**config.mk**
```make
export PLATFORM = sky130hd
export DESIGN_NAME = fifo_page_replacement
export DESIGN_NICKNAME = d
export VERILOG_FILES = /design/src/rtl/core/fpr_pkg.sv /design/src/rtl/core/fpr_cell.sv /design/src/rtl/core/fifo_page_replacement.sv
export SDC_FILE = /design/constraint.sdc
export NUM_CORES = 1
export LEC_CHECK = 0
export BUFFER_PORTS_ARGS = -buffer_cell sky130_fd_sc_hd__buf_2
export CORE_ASPECT_RATIO = 0.5
export CORE_MARGIN = 4
export CORE_UTILIZATION = 40
export CTS_BUF_LIST = sky130_fd_sc_hd__clkbuf_4
export DETAILED_ROUTE_END_ITERATION = 7
export PLACE_DENSITY = 0.56
export SYNTH_ARGS = -nofsm -noshare
export SYNTH_HDL_FRONTEND = slang
export SYNTH_SLANG_ARGS = --single-unit
```
**constraint.sdc**
```tcl
create_clock -name clk -period 4.32 [get_ports clk]
set_input_delay 0 -clock clk [delete_from_list [all_inputs] [get_ports clk]]
set_output_delay 0 -clock clk [all_outputs]
set_load 0.01 [all_outputs]
```
**src/rtl/core/fpr_pkg.sv**
```systemverilog
// ----------------------------------------------------------------------------
// FIFO page replacement package
// Shared sizes, payload types and helpers for the page replacement block.
// ----------------------------------------------------------------------------
`default_nettype none

package fpr_pkg;

    // Number of physical frames and width of a page number.
    localparam int FRAME_COUNT = 16;
    localparam int PAGE_BITS   = 16;

    // Width of a frame index, and of a count that can hold FRAME_COUNT itself.
    localparam int IDX_W = (FRAME_COUNT > 1) ? $clog2(FRAME_COUNT) : 1;
    localparam int CNT_W = $clog2(FRAME_COUNT + 1);

    // Fixed field widths of the beats.
    localparam int PAGE_W  = 16;
    localparam int SLOT_W  = 4;
    localparam int FAULT_W = 32;
    localparam int CFG_W   = 5;

    // Reset value of the frames-in-use register.
    localparam logic [CFG_W-1:0] FRAMES_RESET = CFG_W'(16);

    typedef logic [PAGE_BITS-1:0] page_t;
    typedef logic [IDX_W-1:0]     idx_t;

    // One input beat.
    typedef struct packed {
        logic [PAGE_W-1:0] page_number;
        logic              last_reference;
    } fpr_in_t;

    // One result beat.
    typedef struct packed {
        logic               hit;
        logic [SLOT_W-1:0]  slot;
        logic               replaced_valid;
        logic [PAGE_W-1:0]  replaced_page;
        logic [FAULT_W-1:0] fault_count;
        logic               run_done;
    } fpr_out_t;

    // Per-cell controls broadcast from the top level.
    typedef struct packed {
        logic  in_range;
        logic  is_victim;
        logic  write;
        logic  clear;
        page_t page;
    } fpr_cell_ctl_t;

    // Data handed from one cell to the next along the row.
    typedef struct packed {
        logic  found;
        logic  rep_valid;
        page_t rep_page;
    } fpr_chain_t;

    // Low slot bits of a frame index.
    function automatic logic [SLOT_W-1:0] to_slot(input idx_t idx);
        logic [31:0] wide;
        wide = 32'(idx);
        return wide[SLOT_W-1:0];
    endfunction

    // Page field of the output beat from an internal page.
    function automatic logic [PAGE_W-1:0] to_page_field(input page_t pg);
        logic [63:0] wide;
        wide = 64'(pg);
        return wide[PAGE_W-1:0];
    endfunction

    // Internal page from the input field, masked to PAGE_BITS.
    function automatic page_t from_page_field(input logic [PAGE_W-1:0] pf);
        logic [63:0] wide;
        wide = 64'(pf);
        return wide[PAGE_BITS-1:0];
    endfunction

endpackage

`default_nettype wire

```
**src/rtl/core/fpr_cell.sv**
```systemverilog
// ----------------------------------------------------------------------------
// FIFO page replacement frame cell
// Holds one frame and its valid bit, compares it against the reference and
// passes match and victim data on to the next cell.
// ----------------------------------------------------------------------------
`default_nettype none

module fpr_cell
    import fpr_pkg::*;
(
    input  wire logic          clk,
    input  wire logic          rst_n,
    input  wire fpr_cell_ctl_t ctl,
    input  wire fpr_chain_t    chain_in,
    output fpr_chain_t         chain_out,
    output logic               hit_here
);

    page_t page_reg;
    page_t page_next;
    logic  valid_reg;
    logic  valid_next;
    logic  match;

    // Compare only frames that are valid and take part in replacement.
    assign match    = valid_reg && ctl.in_range && (page_reg == ctl.page);
    assign hit_here = match && !chain_in.found;

    // Hand the match and the victim's contents down the row.
    always_comb
    begin
        chain_out.found     = chain_in.found | match;
        chain_out.rep_valid = chain_in.rep_valid | (ctl.is_victim & valid_reg);
        chain_out.rep_page  = chain_in.rep_page |
                              (ctl.is_victim ? page_reg : '0);
    end

    // Load the page on a fault at this victim; the end of a run empties it.
    always_comb
    begin
        page_next  = ctl.write ? ctl.page : page_reg;
        valid_next = ctl.clear ? 1'b0 : (ctl.write | valid_reg);
    end

    always_ff @(posedge clk or negedge rst_n)
    begin
        if (!rst_n)
        begin
            valid_reg <= 1'b0;
        end
        else
        begin
            valid_reg <= valid_next;
        end
    end

    always_ff @(posedge clk)
    begin
        page_reg <= page_next;
    end

endmodule

`default_nettype wire

```
**src/rtl/core/fifo_page_replacement.sv**
```systemverilog
// ----------------------------------------------------------------------------
// FIFO page replacement unit
// Looks a page up among the resident frames and replaces round robin on a
// fault, using a row of frame cells.
// ----------------------------------------------------------------------------
// The result beat is registered and appears in the cycle after its input beat is accepted.
// Throughput: one beat per cycle; the lookup through the row of frame cells
// and the victim pointer update both complete in the accepting cycle.
// The input stalls only while a result beat waits and the output is stalled.
// Reset empties all frames, clears the victim pointer and fault count, and
// sets frames in use to 16; no clearing pass is needed.
`default_nettype none

module fifo_page_replacement
    import fpr_pkg::*;
(
    input  wire logic             clk,
    input  wire logic             rst_n,
    input  wire logic             cfg_write_en,
    input  wire logic [CFG_W-1:0] cfg_write_data,
    input  wire logic             in_valid,
    output logic                  in_stall,
    input  wire fpr_in_t          in_data,
    output logic                  out_valid,
    input  wire logic             out_stall,
    output fpr_out_t              out_data
);

    logic [CFG_W-1:0]   frames_reg;
    idx_t               victim_reg;
    idx_t               victim_next;
    logic [FAULT_W-1:0] faults_reg;
    logic [FAULT_W-1:0] faults_next;
    logic               out_valid_reg;
    fpr_out_t           out_reg;
    fpr_out_t           out_next;

    logic [CNT_W-1:0]   active;
    idx_t               victim;
    idx_t               hit_idx;
    logic               accept;
    logic               miss;
    page_t              page;

    fpr_cell_ctl_t      ctl   [FRAME_COUNT];
    fpr_chain_t         chain [FRAME_COUNT+1];
    logic [FRAME_COUNT-1:0] hit_here;

    // Handshake: the output register parts the two sides.
    assign in_stall  = out_valid_reg & out_stall;
    assign accept    = in_valid & ~in_stall;
    assign out_valid = out_valid_reg;
    assign out_data  = out_reg;
    assign page      = from_page_field(in_data.page_number);

    // Active frame count: zero acts as one, too large acts as FRAME_COUNT.
    always_comb
    begin
        priority if (frames_reg == '0)
            active = CNT_W'(1);
        else if (32'(frames_reg) > 32'(FRAME_COUNT))
            active = CNT_W'(FRAME_COUNT);
        else
            active = CNT_W'(frames_reg);
    end

    // Victim is slot zero when the pointer lies at or beyond the active count.
    assign victim = (32'(victim_reg) < 32'(active)) ? victim_reg : '0;

    // Row of frame cells.
    assign chain[0] = '0;
    assign miss     = ~chain[FRAME_COUNT].found;

    for (genvar i = 0; i < FRAME_COUNT; i++)
    begin : g_cell
        always_comb
        begin
            ctl[i].in_range  = 32'(i) < 32'(active);
            ctl[i].is_victim = (victim == IDX_W'(i));
            ctl[i].write     = accept & miss & (victim == IDX_W'(i));
            ctl[i].clear     = accept & in_data.last_reference;
            ctl[i].page      = page;
        end

        fpr_cell u_cell (
            .clk       (clk),
            .rst_n     (rst_n),
            .ctl       (ctl[i]),
            .chain_in  (chain[i]),
            .chain_out (chain[i+1]),
            .hit_here  (hit_here[i])
        );
    end

    // Encode the single first matching cell.
    always_comb
    begin
        hit_idx = '0;
        for (int i = 0; i < FRAME_COUNT; i++)
        begin
            if (hit_here[i])
            begin
                hit_idx = hit_idx | IDX_W'(i);
            end
        end
    end

    // Pointer advance with wrap, and saturating fault count.
    always_comb
    begin
        victim_next = victim_reg;
        faults_next = faults_reg;
        if (miss)
        begin
            victim_next = (32'(victim) + 32'd1 >= 32'(active)) ? '0 : victim + IDX_W'(1);
            faults_next = (faults_reg != '1) ? faults_reg + FAULT_W'(1) : faults_reg;
        end
    end

    // Result beat.
    always_comb
    begin
        out_next.hit            = ~miss;
        out_next.slot           = to_slot(miss ? victim : hit_idx);
        out_next.replaced_valid = miss & chain[FRAME_COUNT].rep_valid;
        out_next.replaced_page  = (miss & chain[FRAME_COUNT].rep_valid) ?
                                  to_page_field(chain[FRAME_COUNT].rep_page) : '0;
        out_next.fault_count    = faults_next;
        out_next.run_done       = in_data.last_reference;
    end

    // Control registers.
    always_ff @(posedge clk or negedge rst_n)
    begin
        if (!rst_n)
        begin
            frames_reg    <= FRAMES_RESET;
            victim_reg    <= '0;
            faults_reg    <= '0;
            out_valid_reg <= 1'b0;
        end
        else
        begin
            if (cfg_write_en)
            begin
                frames_reg <= cfg_write_data;
            end
            if (accept)
            begin
                victim_reg    <= in_data.last_reference ? '0 : victim_next;
                faults_reg    <= in_data.last_reference ? '0 : faults_next;
                out_valid_reg <= 1'b1;
            end
            else if (!out_stall)
            begin
                out_valid_reg <= 1'b0;
            end
        end
    end

    // Output payload register.
    always_ff @(posedge clk)
    begin
        if (accept)
        begin
            out_reg <= out_next;
        end
    end

endmodule

`default_nettype wire

```
== Word-level counts from Yosys, hierarchy flattened ==
Cells that the tools add are included.
Cells by class
  add/subtract/negate cells: 3
  multiply operators: 0
  div/mod/pow operators: 0
  $lt $le $gt $ge: 19
  equality and inequality tests: 34
  shift-type cells: 0
  multiplexer cells: 59
  bitwise gates (word level): 100
  reductions and logical operators: 65
Operators with widths (number)
  $eq A16 B16 Y1: 16
  $mux W16: 16
  $or A16 B16 Y16: 15
  $mux W32: 3
  $mux W4: 13
  $logic_and A1 B1 Y1: 47
  $or A1 B1 Y1: 46
  $lt A4 B5 Y1 const A: 8
  $and A1 B1 Y1: 37
  $add A32 B1 Y32 const B: 1
  $eq A4 B4 Y1 const B: 8
  $ne A32 B32 Y1 const B: 1
  $lt A3 B5 Y1 const A: 4
  $mux W1: 19
  $eq A4 B3 Y1 const B: 4
  $logic_not A1 Y1: 15
  $mux W3: 4
  $lt A1 B5 Y1 const A: 2
  $lt A2 B5 Y1 const A: 2
  $mux W5: 2
  $eq A4 B2 Y1 const B: 2
  $add A4 B1 Y5 const B: 1
  $ge A5 B5 Y1: 1
  $gt A5 B5 Y1 const B: 1
  other kinds (9): 12
Storage, ports and cells
  register bits: 369
  bits in latches: 0
  RAM bits: 0
  memory bits (read-only): 0
  bits of input ports: 27
  output and inout port bits: 57
  memories kept: 0

== Depth between registers and ports, before layout ==
Gate-level depths: netlist of the first run.
  word-level depth: 26
  mapped depth: 21
  mapped depth without buffers: 18

== Cells and area by module ==
From an unflattened synthesis of the first run, not the netlist that was laid out.
Unflattened totals
  cells, all modules: 1531
  area total of the unflattened synthesis: 19035.8 sq um
By module, submodules not included
  fpr_cell: times used 16, cells an instance 62, area an instance 850.8 sq um
  fifo_page_replacement: times used 1, cells an instance 539, area an instance 5422.7 sq um

== Worst setup path after synthesis of the first run ==
OpenSTA, ideal clock, no wires.
  path kind: register to register
  start point: register frames_reg[4]
  end point: register g_cell[5].u_cell.page_reg[0], enable pin
  library setup time: 0.388 ns
  data arrival time: 3.779 ns
  data required time: 3.932 ns
  slack: 0.152 ns
  stages on the path, launching flop included: 15
  buffers on the path: 4
  period minus slack after synthesis: 4.168 ns
  path through: dfstp_2 -> buf_2 -> nand2b_1 -> ha_1 -> a211oi_1 -> o21ai_2 -> nand2_1 -> nand2_1 -> inv_1 -> ha_1 -> clkbuf_1 -> clkbuf_1 -> buf_1 -> nand3_1 -> nor2_1
RTL lines
  from (decl): RTL line fifo_page_replacement.sv:29  | logic [CFG_W-1:0] frames_reg;
  from (signal assigned): RTL line fifo_page_replacement.sv:146  | frames_reg <= cfg_write_data;
  to (signal assigned): RTL line fpr_cell.sv:59  | page_reg <= page_next;
  to (decl): RTL line fpr_cell.sv:19  | page_t page_reg;

==> key figures, run 1 <==
Status
  • Outcome: finished with violations
  • Failing checks: design-rule violations

Floorplanning
  • I/O pin count: 84
  • Initial core utilization: 0.407
  • Die footprint: 53500 sq um
  • Die H: 166 um
  • Die X-Extent: 323 um
  • Std cell rows: 57
  • Core Area: 48800 sq um

Yosys
  • Post-synth ARST share: 0.157
  • Number of synthesized flops with an enable pin: 311
  • Leading area contributor after synthesis: edfxtp_1
  • Post-synth cell types: 93
  • Top post-synthesis cells by area: edfxtp_1 (47%), xor2_1 (7.2%), dfrtp_1 (7.2%), xnor2_1 (5.5%), nand2_1 (2.2%)
  • Top cell type's share of synthesized area: 0.471
  • Mapped Cells: 1664
  • Yosys reg bits: 369
  • Ys Warns: 0
  • Most used DFF post-synth: edfxtp_1
  • Most instantiated cells after synthesis: edfxtp_1 (311), xor2_1 (164), xnor2_1 (125)
  • Count leader, synth: edfxtp_1
  • Syn Nets: 1704
  • Register area share after synthesis: 0.544
  • Syn avg cell area: 11.9 sq um
  • Syn Std Cell Area: 19800 sq um

Power and ir drop
  • PD cells: 393 nW/um^2
  • Power Total: 9.03 mW
  • Worst vdd ir: 0.193 mV
  • LEAKAGE: 8.18 nW

Placement
  • Detailed placer's ending HPWL: 56200 um
  • Routability cong.: 0.983
  • Placed cell areas: 21300 sq um
  • Port Buffers: 83

Routing
  • Via count: 15800
  • Antenna-violating nets left: 0
  • Met2 WL post-DR: 31300 um
  • Max Used Layer: met5
  • Via density: 6.10
  • Drt initial violations: 2396
  • WL/cell: 29.4 um
  • Pre-antenna DRT Iters: 8
  • DRT met1 WL: 33700 um
  • WL met3: 9170 um
  • DRC violations left: 1
  • Routed WL: 76400 um

Setup path
  • Cell family with most CP delay: simple AND/OR/NAND/NOR gates
  • CP Launch Type: flip-flop
  • CP bufs+invs: 3
  • Crit Path Max Fanout: 16
  • Reg2Reg Setup Slack: 230 ps
  • Slowest cell on the critical path: a211oi_1
  • Classification of the worst setup path: reg -> reg
  • Setup crit end kind: flip-flop
  • WP data arrival: 4600 ps
  • Critical path, cell by cell: or2_1, a211oi_1, nor4b_1, buf_2, nor4b_2, and4_4, nand3_4, buf_12, nor2_1, buf_4
  • CP max stage delay: 820 ps
  • CP required: 4820 ps

Cells and area
  • Max FFs per register: 256
  • Share of layout cells above drive strength 1: 0.210
  • Area Growth Syn to Fin: 15.9%
  • Final #Nets: 1915
  • Final Instance Area: 23000 sq um

STA
  • Tightest Pin Transition: 1380 ps
  • Final Max Tran Viols: 0
  • Fin Setup TNS: 0 ps
  • Layout Skew: 55.9 ps
  • Slew HR: 0.0709
  • Setup violators final: 0
  • Crit path time final: 4090 ps
  • RSZ-0062 raised after global routing: no
  • Hold Vio Cnt, Final: 0
  • Period utilization: 0.947
  • F_max: 244 MHz

CTS
  • Clock latency on the worst-skew pair: 840 ps
  • Clock net sink count: 369
  • H-tree depth: 3
  • Root Buffer: clkbuf_4
  • Clock Path Buffers: 3
  • Clock transition at path regs: 80 ps
  • Total CTS buffers: 91
  • CTS tree: yes
  • Setup bufs post-CTS: 0

Global route
  • Largest net degree at the start of global routing: 62
  • Grt ovf: 0
  • First-pass GRT wire length: 109000 um
  • Vias in the first global route: 15100
  • Antenna violations before repair: 3
  • Total global-route track usage: 0.285

Worst hold path
  • Hold Crit Class: in -> reg

Flow run
  • Maxcap violations: 0
-- layer usage --
layer  vias to the layer above  global-route usage
li1                       6845                   -
met1                      7868               0.421
met2                       980               0.409
met3                       149              0.0754
met4                         2              0.0861
met5                         -                   0
-- layout by cell type, fill, tap and decap left out, drive strengths merged, types with 15 or more instances in the layout --
cell type and count:
a21oi 28, a221oi 26, a222oi 18, a22o 20, a22oi 42, a31oi 21, and3 22, and4 23
buf 188, clkbuf 134, clkinv 28, dfrtp 57, dlygate4sd3 42, edfxtp 311, inv 31, mux2 21
nand2 116, nand2b 17, nand3 54, nand4 55, nor2 86, nor3 28, nor4 48, nor4b 17
o211ai 15, o21ai 21, xnor2 125, xor2 164
-- layout make-up --
type / count / area, sq um
Fill cell: 4514 / 25800
Clock buffer: 134 / 1010
Inverter: 30 / 113
Clock inverter: 33 / 223
Tap cell: 649 / 812
Antenna cell: 1 / 2.50
Sequential cell: 369 / 10800
Timing Repair Buffer: 230 / 1730
Multi-Input combinational cell: 1153 / 8320
-- path summary, 6_finish.rpt --
check | cells after the start | to | start
max reg2reg | 10 | g_cell[5].u_cell.page_reg[0] | frames_reg[1]
min in group asynchronous | 4 | g_cell[3].u_cell.valid_reg | rst_n
max | 10 | g_cell[5].u_cell.page_reg[0] | frames_reg[1]
min reg2reg | 2 | g_cell[7].u_cell.valid_reg | g_cell[7].u_cell.valid_reg
max in group asynchronous | 4 | frames_reg[4] | rst_n
min | 2 | g_cell[13].u_cell.page_reg[11] | in_data[12]
-- per-stage QoR --
step,hold slack (ps),utilization,cells,worst slack (ps)
floorplan,-296,-,1664,152
global placement,112,0.437,2387,329
detailed placement,113,0.437,2388,311
CTS,55.0,0.471,2598,271
global route,72.2,0.472,2599,81.6
finish,106,0.472,2599,229
-- logic make-up (layout without fill, tap and decap cells) --
group | Yosys count | count (layout) | share of synthesized area
buf+inv | 142 | 427 | 0.0383
simple gates | 537 | 537 | 0.154
other cells | 0 | 1 | 0
xor+xnor | 289 | 289 | 0.128
compound gates | 287 | 287 | 0.113
fa+ha+maj | 13 | 13 | 0.00820
flops | 369 | 369 | 0.544
mux | 27 | 27 | 0.0149
-- report_power, final --
group / total [mW] / internal (mW) / switching (mW)
Sequential: 4.26 / 4.08 / 0.177
Clock: 3.14 / 1.61 / 1.53
Combinational: 1.63 / 0.603 / 1.02
Total: 9.03 / 6.30 / 2.73
-- timing repair --
item / CTS / global route
hold endpoints to repair: 358 / 0
hold buffers: 43 / 0
setup endpoints to repair: 0 / 13
resized for setup: 0 / 2
Note: power is estimated with default switching activity, not from simulation.
==> inputs of run 2 (changes only) <==
--- a/config.mk
+++ b/config.mk
@@ -7,3 +7,3 @@
 export LEC_CHECK = 0
-export BUFFER_PORTS_ARGS = -buffer_cell sky130_fd_sc_hd__buf_2
+export BUFFER_PORTS_ARGS = -buffer_cell sky130_fd_sc_hd__buf_4
 export CORE_ASPECT_RATIO = 0.5
==> constraint.sdc (replaced) <==
create_clock -name clk -period 4.32 [get_ports clk]
set_input_delay 0.216 -clock clk [delete_from_list [all_inputs] [get_ports clk]]
set_output_delay 0.216 -clock clk [all_outputs]
set_load 0.01 [all_outputs]
==> run 2 against run 1 <==
Compared with the run above:
- total power grew 0.79%
- global-route usage shrank 0.33 points
- via count grew 0.45%
- fmax grew 1.3%
- combinational power grew 2%
- routed wire length shrank 0.47%
- sequential power is essentially flat
- clock power is essentially flat
- first-iteration DRC count grew 11%
- the run now ends clean
- non-clock buffer count shrank 29
==> key figures, run 2 (same netlist as run 1, synthesis figures left out) <==
Status
  • Outcome: finished, final reports clean

Setup path
  • Setup crit end kind: flip-flop
  • CP Launch Type: flip-flop
  • Most frequent CP cell: buf_4
  • Slowest cell on the critical path: or3_1
  • WP data arrival: 4540 ps (-60 ps)
  • CP required: 4820 ps (about the same)
  • Crit Path Max Fanout: 18 (+2)
  • Cell family with most CP delay: simple AND/OR/NAND/NOR gates
  • CP bufs+invs: 3 (unchanged)
  • CP max stage delay: 580 ps (-240 ps)
  • Classification of the worst setup path: reg -> reg
  • Critical path, cell by cell: buf_4, or3_1, a21oi_1, nor3b_1, or3b_1, and4b_4, and4_4, nand3_4, buf_12, nor3_2, buf_4

Global route
  • Grt ovf: 0 (unchanged)
  • First-pass GRT wire length: 108000 um (-1.0%)
  • Vias in the first global route: 14800 (-1.7%)
  • GR Util met2: 0.403 (-0.00612)
  • Met3 Use GR: 0.0862 (+0.0108)
  • Largest net degree at the start of global routing: 59 (-4.8%)
  • Antenna violations before repair: 1 (-2)
  • Total global-route track usage: 0.282 (-0.00330)
  • GRT busiest layer: met1
  • M1 GR Usage: 0.408 (-0.0131)

STA
  • Worst hold margin: 106 ps (-0.128 ps)
  • Period utilization: 0.935 (-0.0119)
  • Fin Setup TNS: 0 ps (unchanged)
  • Post-route setup slack: 280 ps (+51.2 ps)
  • Slew HR: 0.161 (+0.0900)
  • Crit path time final: 4040 ps (-51.2 ps)
  • Layout Skew: 67.5 ps (+11.6 ps)
  • F_max: 248 MHz (+1.3%)
  • Tightest Pin Transition: 1240 ps (-140 ps)
  • Hold Vio Cnt, Final: 0 (unchanged)
  • Final Max Tran Viols: 0 (unchanged)
  • Setup violators final: 0 (unchanged)

Cells and area
  • Final Core Density: 0.471 (-0.000743)
  • Commonest non-fill, non-tap cell in the layout: edfxtp_1
  • Area Growth Syn to Fin: 15.7%
  • Final #Nets: 1887 (-1.5%)
  • Final Non-Filler Cells: 2573 (-1.0%)
  • Share of layout cells above drive strength 1: 0.210 (+0.000237)
  • Fillers: 4530 (+0.35%)
  • Commonest cells after routing, fill and taps aside: edfxtp_1 (311), buf_4 (165), xor2_1 (164), clkbuf_4 (139), xnor2_1 (125)
  • Max FFs per register: 256 (unchanged)
  • Multi-input logic area: 8330 sq um (+0.15%)
  • Register area: 10800 sq um (unchanged)

Floorplanning
  • Std cell rows: 57 (unchanged)
  • Die X-Extent: 323 um (unchanged)
  • Initial core utilization: 0.407 (unchanged)
  • I/O pin count: 84 (unchanged)
  • Die footprint: 53500 sq um (unchanged)
  • Die H: 166 um (unchanged)
  • Core Area: 48800 sq um (unchanged)

Placement
  • Detailed placer's ending HPWL: 54400 um (-3.2%)
  • Cells after DPL: 2374 (-0.59%)
  • Pre-CTS setup slack: 182 ps (-130 ps)
  • Routability cong.: 1.01 (+2.2%)
  • Port Buffers: 83 (unchanged)

Power and ir drop
  • Worst vdd ir: 0.166 mV (-14%)
  • P_int: 6.31 mW (+0.25%)
  • LEAKAGE: 8.12 nW (-0.68%)
  • Clk pwr share: 0.348 (about the same)
  • Share of power burned in registers: 0.468 (-0.004)
  • Combinational Power Share: 0.184 (+0.004)
  • PD cells: 396 nW/um^2 (+0.95%)
  • Sw Share: 0.307 (+0.00376)
  • Psw: 2.79 mW (+2.0%)

Routing
  • Antenna-violating nets left: 0 (unchanged)
  • Via count: 15900 (+0.45%)
  • DRC violations left: 0 (-1)
  • Via density: 6.19 (+1.5%)
  • Pre-antenna DRT Iters: 8 (unchanged)
  • Routed WL: 76000 um (-0.47%)
  • WL/cell: 29.5 um (+0.54%)
  • Drt initial violations: 2657 (+11%)

CTS
  • Clock net sink count: 369 (unchanged)
  • Clock transition at path regs: 90 ps (about the same)
  • Clock Path Buffers: 3 (unchanged)
  • Clock latency on the worst-skew pair: 830 ps (about the same)
  • Total CTS buffers: 92 (+1.1%)
  • CTS tree: yes
  • H-tree depth: 3 (unchanged)
  • Root Buffer: clkbuf_4

Worst hold path
  • Hold Crit Class: in -> async

Flow run
  • Maxcap violations: 0 (unchanged)
-- run 2: cell count changes in the layout (fill, tap and decap cells not counted), moves of 2 or more --
cell and change:
buf_4 +70, clkinv_2 +2, clkinv_1 -5, inv_2 +2, dlygate4sd3_1 -14, clkbuf_4 +5, buf_2 -84
-- run 2: layout make-up --
type                    count  area share
diodes                      1    0.000109
multi-input cells        1153       0.363
inverters                  30     0.00490
repair buffers            201      0.0731
clock buffers             139      0.0454
well taps                 649      0.0354
flip-flops and latches    369       0.470
clock inverters            31     0.00834
-- run 2: metrics by stage --
step	area [sq um]	power, mW
floorplan	19800	5.22
global placement	21400	5.91
detailed placement	21400	5.92
CTS	22900	9.09
global route	23000	9.47
finish	23000	9.10
-- run 2: worst paths after layout --
| kind | start | endpoint | slack (ps) | depth (start not counted) |
|---|---|---|---|---|
| max in group asynchronous | rst_n | g_cell[6].u_cell.valid_reg | 3580 | 2 |
| worst min register to register | g_cell[7].u_cell.valid_reg | g_cell[7].u_cell.valid_reg | 520 | 2 |
| worst max register to register | frames_reg[4] | g_cell[15].u_cell.page_reg[2] | 280 | 11 |
| worst max-delay path | frames_reg[4] | g_cell[15].u_cell.page_reg[2] | 280 | 11 |
| min in group clk | out_stall | out_data[14] | 120 | 4 |
| worst min-delay path | rst_n | g_cell[2].u_cell.valid_reg | 110 | 2 |
-- run 2: timing repair --
item                                   in CTS  in global routing
hold buffers                               28                  0
setup endpoints to repair                   0                 11
resized for setup                           0                  5
buffers inserted                            0                  0
endpoints found under the hold margin     250                  0
-- run 2: power groups by stage --
stage	combinational [mW]	clock [mW]	sequential, mW
after floorplan	0.928	0	4.29
after global placement	1.58	0	4.33
after detailed placement	1.59	0	4.33
after CTS	1.62	3.22	4.25
after global routing	1.77	3.43	4.27
final	1.67	3.17	4.26
-- run 2: routing by layer --
| layer | part of all wire | vias to the layer above |
|---|---|---|
| met1 | 0.42 | 7775 |
| met4 | 0.038 | 0 |
| met3 | 0.13 | 207 |
| met2 | 0.40 | 1151 |
| li1 | - | 6782 |
| met5 | 0 | - |
